`config.mk`:
```
export PLATFORM = sky130hd
export DESIGN_NAME = thermostat_and_soc_relay_controller_unit
export DESIGN_NICKNAME = d
export VERILOG_FILES = /design/src/rtl/thsr_pkg.sv /design/src/rtl/thermostat_and_soc_relay_controller_unit.sv
export SDC_FILE = /design/constraint.sdc
export NUM_CORES = 1
export LEC_CHECK = 0
export BUFFER_PORTS_ARGS = -buffer_cell sky130_fd_sc_hd__buf_2
export CORE_UTILIZATION = 51
export CTS_CLUSTER_DIAMETER = 80
export CTS_CLUSTER_SIZE = 40
export DETAILED_ROUTE_END_ITERATION = 10
export PLACE_DENSITY = 0.7
export SLEW_MARGIN = 20
export SYNTH_ARGS = -nofsm -noshare
export SYNTH_HDL_FRONTEND = slang
export SYNTH_SLANG_ARGS = --single-unit
```
`constraint.sdc`:
```
create_clock -name clock -period 5.6 [get_ports clock]
set_clock_uncertainty 0.2 [all_clocks]
set_input_delay 1.68 -clock clock [delete_from_list [all_inputs] [get_ports clock]]
set_output_delay 1.68 -clock clock [all_outputs]
set_load 0.005 [all_outputs]
```
`src/rtl/thsr_pkg.sv`:
```
// Package: types and constants of the thermostat and charge relay controller.
`default_nettype none

package thsr_pkg;

   // Channel counts: boiler plus three charge triggers
   localparam int TRIGGER_COUNT = 3;
   localparam int CHAN_COUNT    = 1 + TRIGGER_COUNT;

   // Minimum dwell between ordinary level changes, in ticks
   localparam logic [7:0] DWELL_TICKS_MIN = 8'd60;
   localparam logic [7:0] ELAPSED_MAX     = 8'd255;

   // Plausible temperature range in tenths of a degree
   localparam logic signed [12:0] TEMP_LOW_LIMIT  = -13'sd400;
   localparam logic signed [12:0] TEMP_HIGH_LIMIT = 13'sd1250;

   // Configuration port widths and register indexes
   localparam int CSR_INDEX_W = 8;
   localparam int CSR_DATA_W  = 8;

   localparam logic [CSR_INDEX_W-1:0] REG_ON_BELOW  = 8'd0;
   localparam logic [CSR_INDEX_W-1:0] REG_OFF_AT    = 8'd1;
   localparam logic [CSR_INDEX_W-1:0] REG_TRIG1_LOW = 8'd2;
   localparam logic [CSR_INDEX_W-1:0] REG_TRIG1_HI  = 8'd3;
   localparam logic [CSR_INDEX_W-1:0] REG_TRIG2_LOW = 8'd4;
   localparam logic [CSR_INDEX_W-1:0] REG_TRIG2_HI  = 8'd5;
   localparam logic [CSR_INDEX_W-1:0] REG_TRIG3_LOW = 8'd6;
   localparam logic [CSR_INDEX_W-1:0] REG_TRIG3_HI  = 8'd7;

   // Register reset values
   localparam logic [7:0] THRESH_RESET   = 8'hD8; // -40
   localparam logic [6:0] WIN_LOW_RESET  = 7'd100;
   localparam logic [6:0] WIN_HIGH_RESET = 7'd0;

   // Input word: one control tick
   typedef struct packed {
      logic signed [11:0] temp_tenths;
      logic               temp_valid;
      logic [6:0]         charge_pct;
      logic               charge_valid;
   } req_type;

   // Result word: applied levels, remaining waits and fault flags
   typedef struct packed {
      logic [3:0] outputs_on;
      logic [7:0] boiler_wait_s;
      logic [7:0] trig1_wait_s;
      logic [7:0] trig2_wait_s;
      logic [7:0] trig3_wait_s;
      logic       temp_fault;
      logic       charge_fault;
   } rsp_type;

endpackage

`default_nettype wire

```
`src/rtl/thermostat_and_soc_relay_controller_unit.sv`:
```
// Thermostat with hysteresis and three charge-window triggers, minimum dwell per output.
// A word accepted into the input register passes through one pass of compares and four
//   8-bit dwell counters into the result register, which drives rsp_valid and rsp_data.
//   Throughput: one word per cycle while rsp_ready keeps the result register draining.
// Reset (synchronous, active high): all outputs off, dwell counters zero, thresholds -40,
//   every window low bound 100 and high bound 0; both pipeline stages empty.
`default_nettype none

module thermostat_and_soc_relay_controller_unit (
   input  wire logic                               clock,
   input  wire logic                               reset,
   input  wire logic                               req_valid,
   output      logic                               req_ready,
   input  wire thsr_pkg::req_type                  req_data,
   output      logic                               rsp_valid,
   input  wire logic                               rsp_ready,
   output      thsr_pkg::rsp_type                  rsp_data,
   input  wire logic                               csr_valid,
   output      logic                               csr_ready,
   input  wire logic [thsr_pkg::CSR_INDEX_W-1:0]   csr_index,
   input  wire logic [thsr_pkg::CSR_DATA_W-1:0]    csr_data
);

   // Configuration registers
   logic [7:0] on_below_ff;
   logic [7:0] off_at_ff;
   logic [6:0] win_low_ff  [thsr_pkg::TRIGGER_COUNT];
   logic [6:0] win_high_ff [thsr_pkg::TRIGGER_COUNT];

   // Controller state
   logic       demand_ff;
   logic       demand_in;
   logic [thsr_pkg::CHAN_COUNT-1:0] applied_ff;
   logic [thsr_pkg::CHAN_COUNT-1:0] applied_in;
   logic [7:0] elapsed_ff [thsr_pkg::CHAN_COUNT];
   logic [7:0] elapsed_in [thsr_pkg::CHAN_COUNT];

   // Pipeline registers
   logic              stg_valid_ff;
   thsr_pkg::req_type stg_data_ff;
   logic              rsp_valid_ff;
   thsr_pkg::rsp_type rsp_data_ff;
   thsr_pkg::rsp_type rsp_in;

   // Handshake
   logic out_free;
   logic advance;

   // Datapath temporaries
   logic signed [12:0] temp_ext;
   logic signed [12:0] on_below_ext;
   logic signed [12:0] off_at_ext;
   logic signed [12:0] lo_tenths;
   logic signed [12:0] hi_tenths;
   logic               temp_fault;
   logic               overheat;
   logic               charge_fault;
   logic [thsr_pkg::CHAN_COUNT-1:0] want;
   logic [thsr_pkg::CHAN_COUNT-1:0] off_now;
   logic [thsr_pkg::CHAN_COUNT-1:0] apply_now;
   logic [7:0] since      [thsr_pkg::CHAN_COUNT];
   logic [7:0] wait_ticks [thsr_pkg::CHAN_COUNT];

   // Stage moves into the result register when that register is empty or being drained
   assign out_free  = !rsp_valid_ff || rsp_ready;
   assign advance   = stg_valid_ff && out_free;
   assign req_ready = !stg_valid_ff || out_free;
   assign csr_ready = 1'b1;
   assign rsp_valid = rsp_valid_ff;
   assign rsp_data  = rsp_data_ff;

   // Configuration writes; unknown indexes are dropped
   always_ff @(posedge clock) begin
      if (reset) begin
         on_below_ff <= thsr_pkg::THRESH_RESET;
         off_at_ff   <= thsr_pkg::THRESH_RESET;
         for (int i = 0; i < thsr_pkg::TRIGGER_COUNT; i++) begin
            win_low_ff[i]  <= thsr_pkg::WIN_LOW_RESET;
            win_high_ff[i] <= thsr_pkg::WIN_HIGH_RESET;
         end
      end else if (csr_valid && csr_ready) begin
         case (csr_index)
            thsr_pkg::REG_ON_BELOW:  on_below_ff    <= csr_data;
            thsr_pkg::REG_OFF_AT:    off_at_ff      <= csr_data;
            thsr_pkg::REG_TRIG1_LOW: win_low_ff[0]  <= csr_data[6:0];
            thsr_pkg::REG_TRIG1_HI:  win_high_ff[0] <= csr_data[6:0];
            thsr_pkg::REG_TRIG2_LOW: win_low_ff[1]  <= csr_data[6:0];
            thsr_pkg::REG_TRIG2_HI:  win_high_ff[1] <= csr_data[6:0];
            thsr_pkg::REG_TRIG3_LOW: win_low_ff[2]  <= csr_data[6:0];
            thsr_pkg::REG_TRIG3_HI:  win_high_ff[2] <= csr_data[6:0];
            default: ;
         endcase
      end
   end

   // Boiler demand with hysteresis; thresholds scaled to tenths as 8x + 2x
   always_comb begin
      temp_ext     = {stg_data_ff.temp_tenths[11], stg_data_ff.temp_tenths};
      on_below_ext = {{5{on_below_ff[7]}}, on_below_ff};
      off_at_ext   = {{5{off_at_ff[7]}}, off_at_ff};
      lo_tenths    = (on_below_ext <<< 3) + (on_below_ext <<< 1);
      hi_tenths    = (off_at_ext <<< 3) + (off_at_ext <<< 1);
      temp_fault   = !stg_data_ff.temp_valid
                     || (temp_ext < thsr_pkg::TEMP_LOW_LIMIT)
                     || (temp_ext > thsr_pkg::TEMP_HIGH_LIMIT);
      overheat     = temp_ext >= hi_tenths;
      if (temp_fault) begin
         demand_in = 1'b0;
      end else if (overheat) begin
         demand_in = 1'b0;
      end else if (temp_ext < lo_tenths) begin
         demand_in = 1'b1;
      end else begin
         demand_in = demand_ff;
      end
      want[0]    = demand_in;
      off_now[0] = temp_fault || overheat;

      // Charge windows; a missing charge forces every trigger off at once
      charge_fault = !stg_data_ff.charge_valid;
      for (int i = 0; i < thsr_pkg::TRIGGER_COUNT; i++) begin
         want[1+i]    = stg_data_ff.charge_valid
                        && (stg_data_ff.charge_pct >= win_low_ff[i])
                        && (stg_data_ff.charge_pct <= win_high_ff[i]);
         off_now[1+i] = charge_fault;
      end
   end

   // Per-channel dwell: apply after the dwell, or at once for a safety switch-off
   always_comb begin
      for (int i = 0; i < thsr_pkg::CHAN_COUNT; i++) begin
         apply_now[i] = (want[i] != applied_ff[i])
                        && ((elapsed_ff[i] >= thsr_pkg::DWELL_TICKS_MIN)
                            || (!want[i] && off_now[i]));
         applied_in[i] = apply_now[i] ? want[i] : applied_ff[i];
         since[i]      = apply_now[i] ? 8'd0 : elapsed_ff[i];
         if (want[i] == applied_in[i]) begin
            wait_ticks[i] = 8'd0;
         end else if (since[i] >= thsr_pkg::DWELL_TICKS_MIN) begin
            wait_ticks[i] = 8'd1;
         end else begin
            wait_ticks[i] = thsr_pkg::DWELL_TICKS_MIN - since[i];
         end
         elapsed_in[i] = (since[i] == thsr_pkg::ELAPSED_MAX) ? thsr_pkg::ELAPSED_MAX
                                                              : since[i] + 8'd1;
      end
   end

   // Result word assembly
   always_comb begin
      rsp_in.outputs_on    = applied_in;
      rsp_in.boiler_wait_s = wait_ticks[0];
      rsp_in.trig1_wait_s  = wait_ticks[1];
      rsp_in.trig2_wait_s  = wait_ticks[2];
      rsp_in.trig3_wait_s  = wait_ticks[3];
      rsp_in.temp_fault    = temp_fault;
      rsp_in.charge_fault  = charge_fault;
   end

   // Control state and valid flags
   always_ff @(posedge clock) begin
      if (reset) begin
         stg_valid_ff <= 1'b0;
         rsp_valid_ff <= 1'b0;
         demand_ff    <= 1'b0;
         applied_ff   <= '0;
         for (int i = 0; i < thsr_pkg::CHAN_COUNT; i++) begin
            elapsed_ff[i] <= 8'd0;
         end
      end else begin
         if (req_ready) begin
            stg_valid_ff <= req_valid;
         end
         if (out_free) begin
            rsp_valid_ff <= stg_valid_ff;
         end
         if (advance) begin
            demand_ff  <= demand_in;
            applied_ff <= applied_in;
            for (int i = 0; i < thsr_pkg::CHAN_COUNT; i++) begin
               elapsed_ff[i] <= elapsed_in[i];
            end
         end
      end
   end

   // Payload registers
   always_ff @(posedge clock) begin
      if (req_valid && req_ready) begin
         stg_data_ff <= req_data;
      end
      if (advance) begin
         rsp_data_ff <= rsp_in;
      end
   end

   // A shown word always matches the applied levels held in state
   a_levels_match: assert property (@(posedge clock) disable iff (reset)
      rsp_valid_ff |-> (rsp_data_ff.outputs_on == applied_ff))
      else $error("reported levels differ from applied state");

   // Temperature fault switches the boiler off in the same word
   a_temp_fault_off: assert property (@(posedge clock) disable iff (reset)
      (rsp_valid_ff && rsp_data_ff.temp_fault) |->
         (!rsp_data_ff.outputs_on[0] && (rsp_data_ff.boiler_wait_s == 8'd0)))
      else $error("boiler not off on temperature fault");

   // Charge fault switches every trigger off with nothing pending
   a_charge_fault_off: assert property (@(posedge clock) disable iff (reset)
      (rsp_valid_ff && rsp_data_ff.charge_fault) |->
         ((rsp_data_ff.outputs_on[3:1] == 3'b000)
          && (rsp_data_ff.trig1_wait_s == 8'd0)
          && (rsp_data_ff.trig2_wait_s == 8'd0)
          && (rsp_data_ff.trig3_wait_s == 8'd0)))
      else $error("triggers not off on charge fault");

   // A pending wait never exceeds the dwell
   a_wait_bound: assert property (@(posedge clock) disable iff (reset)
      rsp_valid_ff |-> ((rsp_data_ff.boiler_wait_s <= thsr_pkg::DWELL_TICKS_MIN)
                        && (rsp_data_ff.trig1_wait_s <= thsr_pkg::DWELL_TICKS_MIN)
                        && (rsp_data_ff.trig2_wait_s <= thsr_pkg::DWELL_TICKS_MIN)
                        && (rsp_data_ff.trig3_wait_s <= thsr_pkg::DWELL_TICKS_MIN)))
      else $error("wait exceeds dwell");

   // State moves only when a word moves into the result register
   a_state_hold: assert property (@(posedge clock) disable iff (reset)
      (!advance && !$past(reset)) |=> $stable(applied_ff))
      else $error("applied state changed without a word");

endmodule

`default_nettype wire
```
Word-level counts from Yosys, hierarchy flattened

Memories as Yosys holds them, arrays and structs flattened.
Cells that the tools add are included.

Reduce and logical (&&, ||, !) cells: 40
Magnitude comparators: 18
Add/subtract/negate cells: 10
Bitwise operators: 10
Mux-type cells: 58
Equality and inequality tests: 19

Operator list:

| kind                                                                                 | count |
|---|---|
| 8-bit two-way mux                                                                    | 12 |
| 8-bit by 6-bit greater-or-equal comparator with 1-bit output (second input constant) | 8 |
| 7-bit two-way mux                                                                    | 6 |
| 1-bit two-way mux                                                                    | 40 |
| 8-bit by 1-bit adder with 8-bit output (second input constant)                       | 4 |
| 8-bit by 3-bit equality test with 1-bit output (second input constant)               | 4 |
| 8-bit equality test (second input constant)                                          | 4 |
| 6-bit by 8-bit subtractor with 8-bit output (first input constant)                   | 4 |
| 11-bit by 9-bit adder with 12-bit output                                             | 2 |
| 7-bit greater-or-equal comparator                                                    | 3 |
| 7-bit <= comparator                                                                  | 3 |
| 8-bit by 2-bit equality test with 1-bit output (second input constant)               | 2 |
| 1-bit logical AND                                                                    | 16 |
| 12-bit greater-or-equal comparator                                                   | 1 |
| 12-bit greater-than comparator (second input constant)                               | 1 |
| 12-bit by 10-bit less-than comparator with 1-bit output (second input constant)      | 1 |
| 12-bit less-than comparator                                                          | 1 |
| 1-bit bitwise OR                                                                     | 10 |
| 1-bit logical OR                                                                     | 9 |
| 8-bit by 1-bit equality test with 1-bit output (second input constant)               | 1 |
| 1-bit zero test                                                                      | 8 |
| 8-bit zero test                                                                      | 1 |
| 2-bit OR reduction                                                                   | 4 |
| 1-bit equality test                                                                  | 4 |
| other kinds (2)                                                                      | 6 |

Memories: 3
Logic and storage cells: 179
Memory bits (writable): 74
Output and inout port bits: 41
Flip-flop bits (word level): 82

Memory list:

| memory      | depth | width | read ports | clocked after memory_dff | write ports | line                                           | text |
|---|---|---|---|---|---|---|---|
| elapsed_ff  | 4     | 8     | 4          | 0                        | 4           | thermostat_and_soc_relay_controller_unit.sv:35 | `logic [7:0] elapsed_ff [thsr_pkg::CHAN_COUNT];` |
| win_high_ff | 3     | 7     | 3          | 0                        | 3           | thermostat_and_soc_relay_controller_unit.sv:28 | `logic [6:0] win_high_ff [thsr_pkg::TRIGGER_COUNT];` |
| win_low_ff  | 3     | 7     | 3          | 0                        | 3           | thermostat_and_soc_relay_controller_unit.sv:27 | `logic [6:0] win_low_ff [thsr_pkg::TRIGGER_COUNT];` |

Logic depth before layout (Yosys ltp)

Word-level depth: 13
Mapped depth: 23
Gate-level depth less buffers: 22

Worst setup path after synthesis

OpenSTA, ideal clock, no wires.

Path kind: register to register
Start point: reg on_below_ff[2]
End point: mem elapsed_ff[0][1], data pin
Cell stages (with the launch flop): 24
Setup slack: 633 ps
Arrival: 4,512 ps
Data required time: 5,146 ps
Cell sequence: dfxtp_1 ha_1 inv_1 fa_1 inv_1 a21oi_1 o21bai_1 a21o_1 a21oi_1 xor2_1 ha_1 a21o_1 a2111o_1 a221oi_4 nor2_2 or4_4 buf_6 and3_2 ha_1 and3_1 nand2_1 or3_1 and3b_1 o21a_1

RTL lines:

| item                   | line                                           | text |
|---|---|---|
| start, declared        | thermostat_and_soc_relay_controller_unit.sv:25 | `logic [7:0] on_below_ff;` |
| start signal, assigned | thermostat_and_soc_relay_controller_unit.sv:75 | `on_below_ff <= thsr_pkg::THRESH_RESET;` |
| start signal, assigned | thermostat_and_soc_relay_controller_unit.sv:83 | `thsr_pkg::REG_ON_BELOW: on_below_ff <= csr_data;` |
| end, declared          | thermostat_and_soc_relay_controller_unit.sv:35 |  |

==> reports/results.txt <==
CTS tree = built
min-delay worst type = flip-flop to flip-flop
Die Ht = 132 microns
synth warn = 0
max_cap viols = 0
proportion of layout cells with a drive suffix above 1 = 16.0%
critical path launch point type = flip-flop
R2R Setup Slk = 0.37 ns
P_sw = 699 uW
worst endpoint data arrival time = 5.31 ns
clock share of power = 41.3%
worst slew pin tran = 1.01 ns
initial antenna violation count = 0
antenna cells = 0
vias per cell = 5.48
Leakage Power = 4.17 nW
Distinct cells, synth = 61
first-pass GRT wire length = 28.3 mm
Placer Congestion = 0.866
initial core utilization = 52.3%
synthesized flop and latch total = 156
largest net degree at the start of global routing = 43
grt met1 use = 27.8%
Syn-to-layout area delta = 15.3%
Sequential Power Share = 49.0%
Buffers on Ports = 81
pwr/cell area = 279 nW/um^2
Achievable Freq = 191 MHz
Synth Instances = 781
die width = 132 microns
grt peak-use layer = met2
GR Util met2 = 34.2%
Period minus WS final = 5.23 ns
clock-pin slew on the worst setup and hold paths = 0.07 ns
All-Layer GR Usage = 20.7%
WP data required = 5.67 ns
number of buffers created by CTS = 17
DP Area = 9380 sq um
fin area = 10000 sq um
drt drc = 0
routed vias = 6093
CP Class = flip-flop to flip-flop
vias in the first global route = 5694
Rows = 47
sequential cell area fraction in the yosys report = 51.3%
ANT nets after route = 0
clk_lat worst skew = 0.43 ns
Net Sw Frac = 25.0%
hold slack = 0.292 ns
max-slew violations = 0
Gate power share = 9.7%
path depth of the worst reg2reg path = 22
Post-synth EDFFs = 133
internal power = 2.09 mW
Iter 0 DRT Violations = 378
CORE AREA = 16600 sq um
status = complete, no violations
critical-path maximum fanout = 7
Max Buffers Root-to-Sink = 2
worst rel slew slack = 32.5%
Final Cycle Share = 93.4%
routed len/inst = 15.5 microns
die area = 17500 sq um
crit end category = flip-flop
Pwr Total = 2.79 mW
share of flip-flops with an asynchronous set or reset = 0%
total gr overflow = 0
Post-Route WL = 17.3 mm
Netlist Area Pre-Place = 8680 sq um
# fillers = 1396
met3 Use GR = 4.06%
Setup Viol. Count Final = 0
VDD IR max = 0.218 mV
DR pass1 iterations = 5
H-tree depth = 4
Sink Count = 156
# IOs = 83
hold depth = 2
syn avg cell area = 11.1 sq um
DP HPWL = 12.1 mm
clk root buf = clkbuf_16
Final Hold Vio Count = 0
cts hold-fix bufs = 0
Main synth FF type = edfxtp_1
nets@finish = 1008
[timing repair]
item,CTS,global route
buffers inserted,0,3
endpoints found under the hold margin,0,0
gates resized for setup,0,1
setup endpoints to repair,0,1
[power groups by stage]
stage | clock network [mW] | logic, mW | registers [mW]
after floorplan | 0 | 0.191 | 1.38
after global placement | 0 | 0.263 | 1.39
after detailed placement | 0 | 0.269 | 1.39
after CTS | 1.17 | 0.272 | 1.37
after global routing | 1.21 | 0.309 | 1.38
final | 1.15 | 0.272 | 1.37
[cell type report]
type | instances | area (sq um) | area share [%]
Multi-Input combinational cell | 532 | 3890 | 38.9
Timing Repair Buffer | 93 | 495 | 4.95
Tap cell | 220 | 275 | 2.75
Clock inverter | 15 | 163 | 1.63
Inverter | 79 | 297 | 2.96
Clock buffer | 17 | 425 | 4.25
Sequential cell | 156 | 4450 | 44.5
[logic make-up after synthesis]
logic type               share of synthesized area (%)
other                                           0.0866
buffers and inverters                             4.46
XOR/XNOR                                          3.13
flip-flops                                        51.3
multiplexers                                      1.50
adder cells (fa/ha/maj)                           12.7
AND/OR/NAND/NOR                                   13.8
AO/OA/AOI/OAI                                     13.0
[cell usage in the layout (no fill, tap or decap), types with 19 or more instances in the layout]
cell type	instances
edfxtp_1	133
ha_1	85
buf_2	81
inv_1	77
nand2_1	53
a21oi_1	38
o21ai_0	35
nor2_1	33
nand3_1	30
dfxtp_1	23
nor3_1	20
xnor2_1	19
[sequential cells by signal (all words and copies together), names as in the netlist]
name / count
applied_ff: 4
demand_ff: 1
elapsed_ff: 32
off_at_ff: 8
on_below_ff: 8
rsp_data: 38
rsp_valid: 1
stg_data_ff: 21
stg_valid_ff: 1
win_high_ff: 21
win_low_ff: 21
[routing by layer]
metal / vias up / part of all wire (%)
met2: 105 / 47
met1: 2880 / 48
met5: - / 0
met4: 0 / 1.4
met3: 22 / 3.2
li1: 3086 / -
[stage by stage]
| stage | TNS, ns | std cells | utilization (%) | worst slack, ns |
|---|---|---|---|---|
| floorplan | 0 | 788 | - | 0.633 |
| global route | -0.00406 | 1112 | 60.3 | -0.00406 |
| finish | 0 | 1112 | 60.3 | 0.367 |
| detailed placement | 0 | 1077 | 56.6 | 0.371 |
| CTS | 0 | 1109 | 60.1 | 0.334 |
| global placement | 0 | 1077 | 56.6 | 0.476 |
[synth_stat cells, types with 12 or more instances]
cell / n / area (sq um)
nor3_1: 21 / 105
ha_1: 85 / 1060
o21ai_0: 36 / 180
clkbuf_1: 19 / 71.3
a31oi_1: 15 / 93.8
mux2i_1: 13 / 130
xor2_1: 12 / 105
nand3_1: 30 / 150
and3_1: 15 / 93.8
xnor2_1: 19 / 166
a21oi_1: 38 / 190
nand2_1: 53 / 199
a21o_1: 14 / 105
nor2_1: 34 / 128
dfxtp_1: 23 / 460
inv_1: 77 / 289
edfxtp_1: 133 / 3990
and2_1: 13 / 81.3
[worst paths after layout]
kind / startpoint / end
min: demand_ff / demand_ff
max reg2reg: on_below_ff[2] / elapsed_ff[0][2]
min reg2reg: demand_ff / demand_ff
max: on_below_ff[2] / elapsed_ff[0][2]
[critical path, cell delays in order, from the launching register on]
cell and delay, ns:
dfxtp_1 0.36, ha_1 0.18, inv_1 0.06, fa_1 0.40, inv_1 0.07, a21oi_1 0.06
o21bai_1 0.19, a21o_1 0.14, a21oi_1 0.07, xor2_1 0.14, ha_1 0.31, a21o_1 0.19
a2111o_1 0.43, a221oi_4 0.25, nor3b_1 0.14, o31ai_4 0.35, and3_2 0.25, ha_1 0.18
and3_1 0.19, nand2_1 0.11, or3_4 0.42, and3_1 0.20, a211oi_2 0.20
Power figures use the tool's default switching activity.
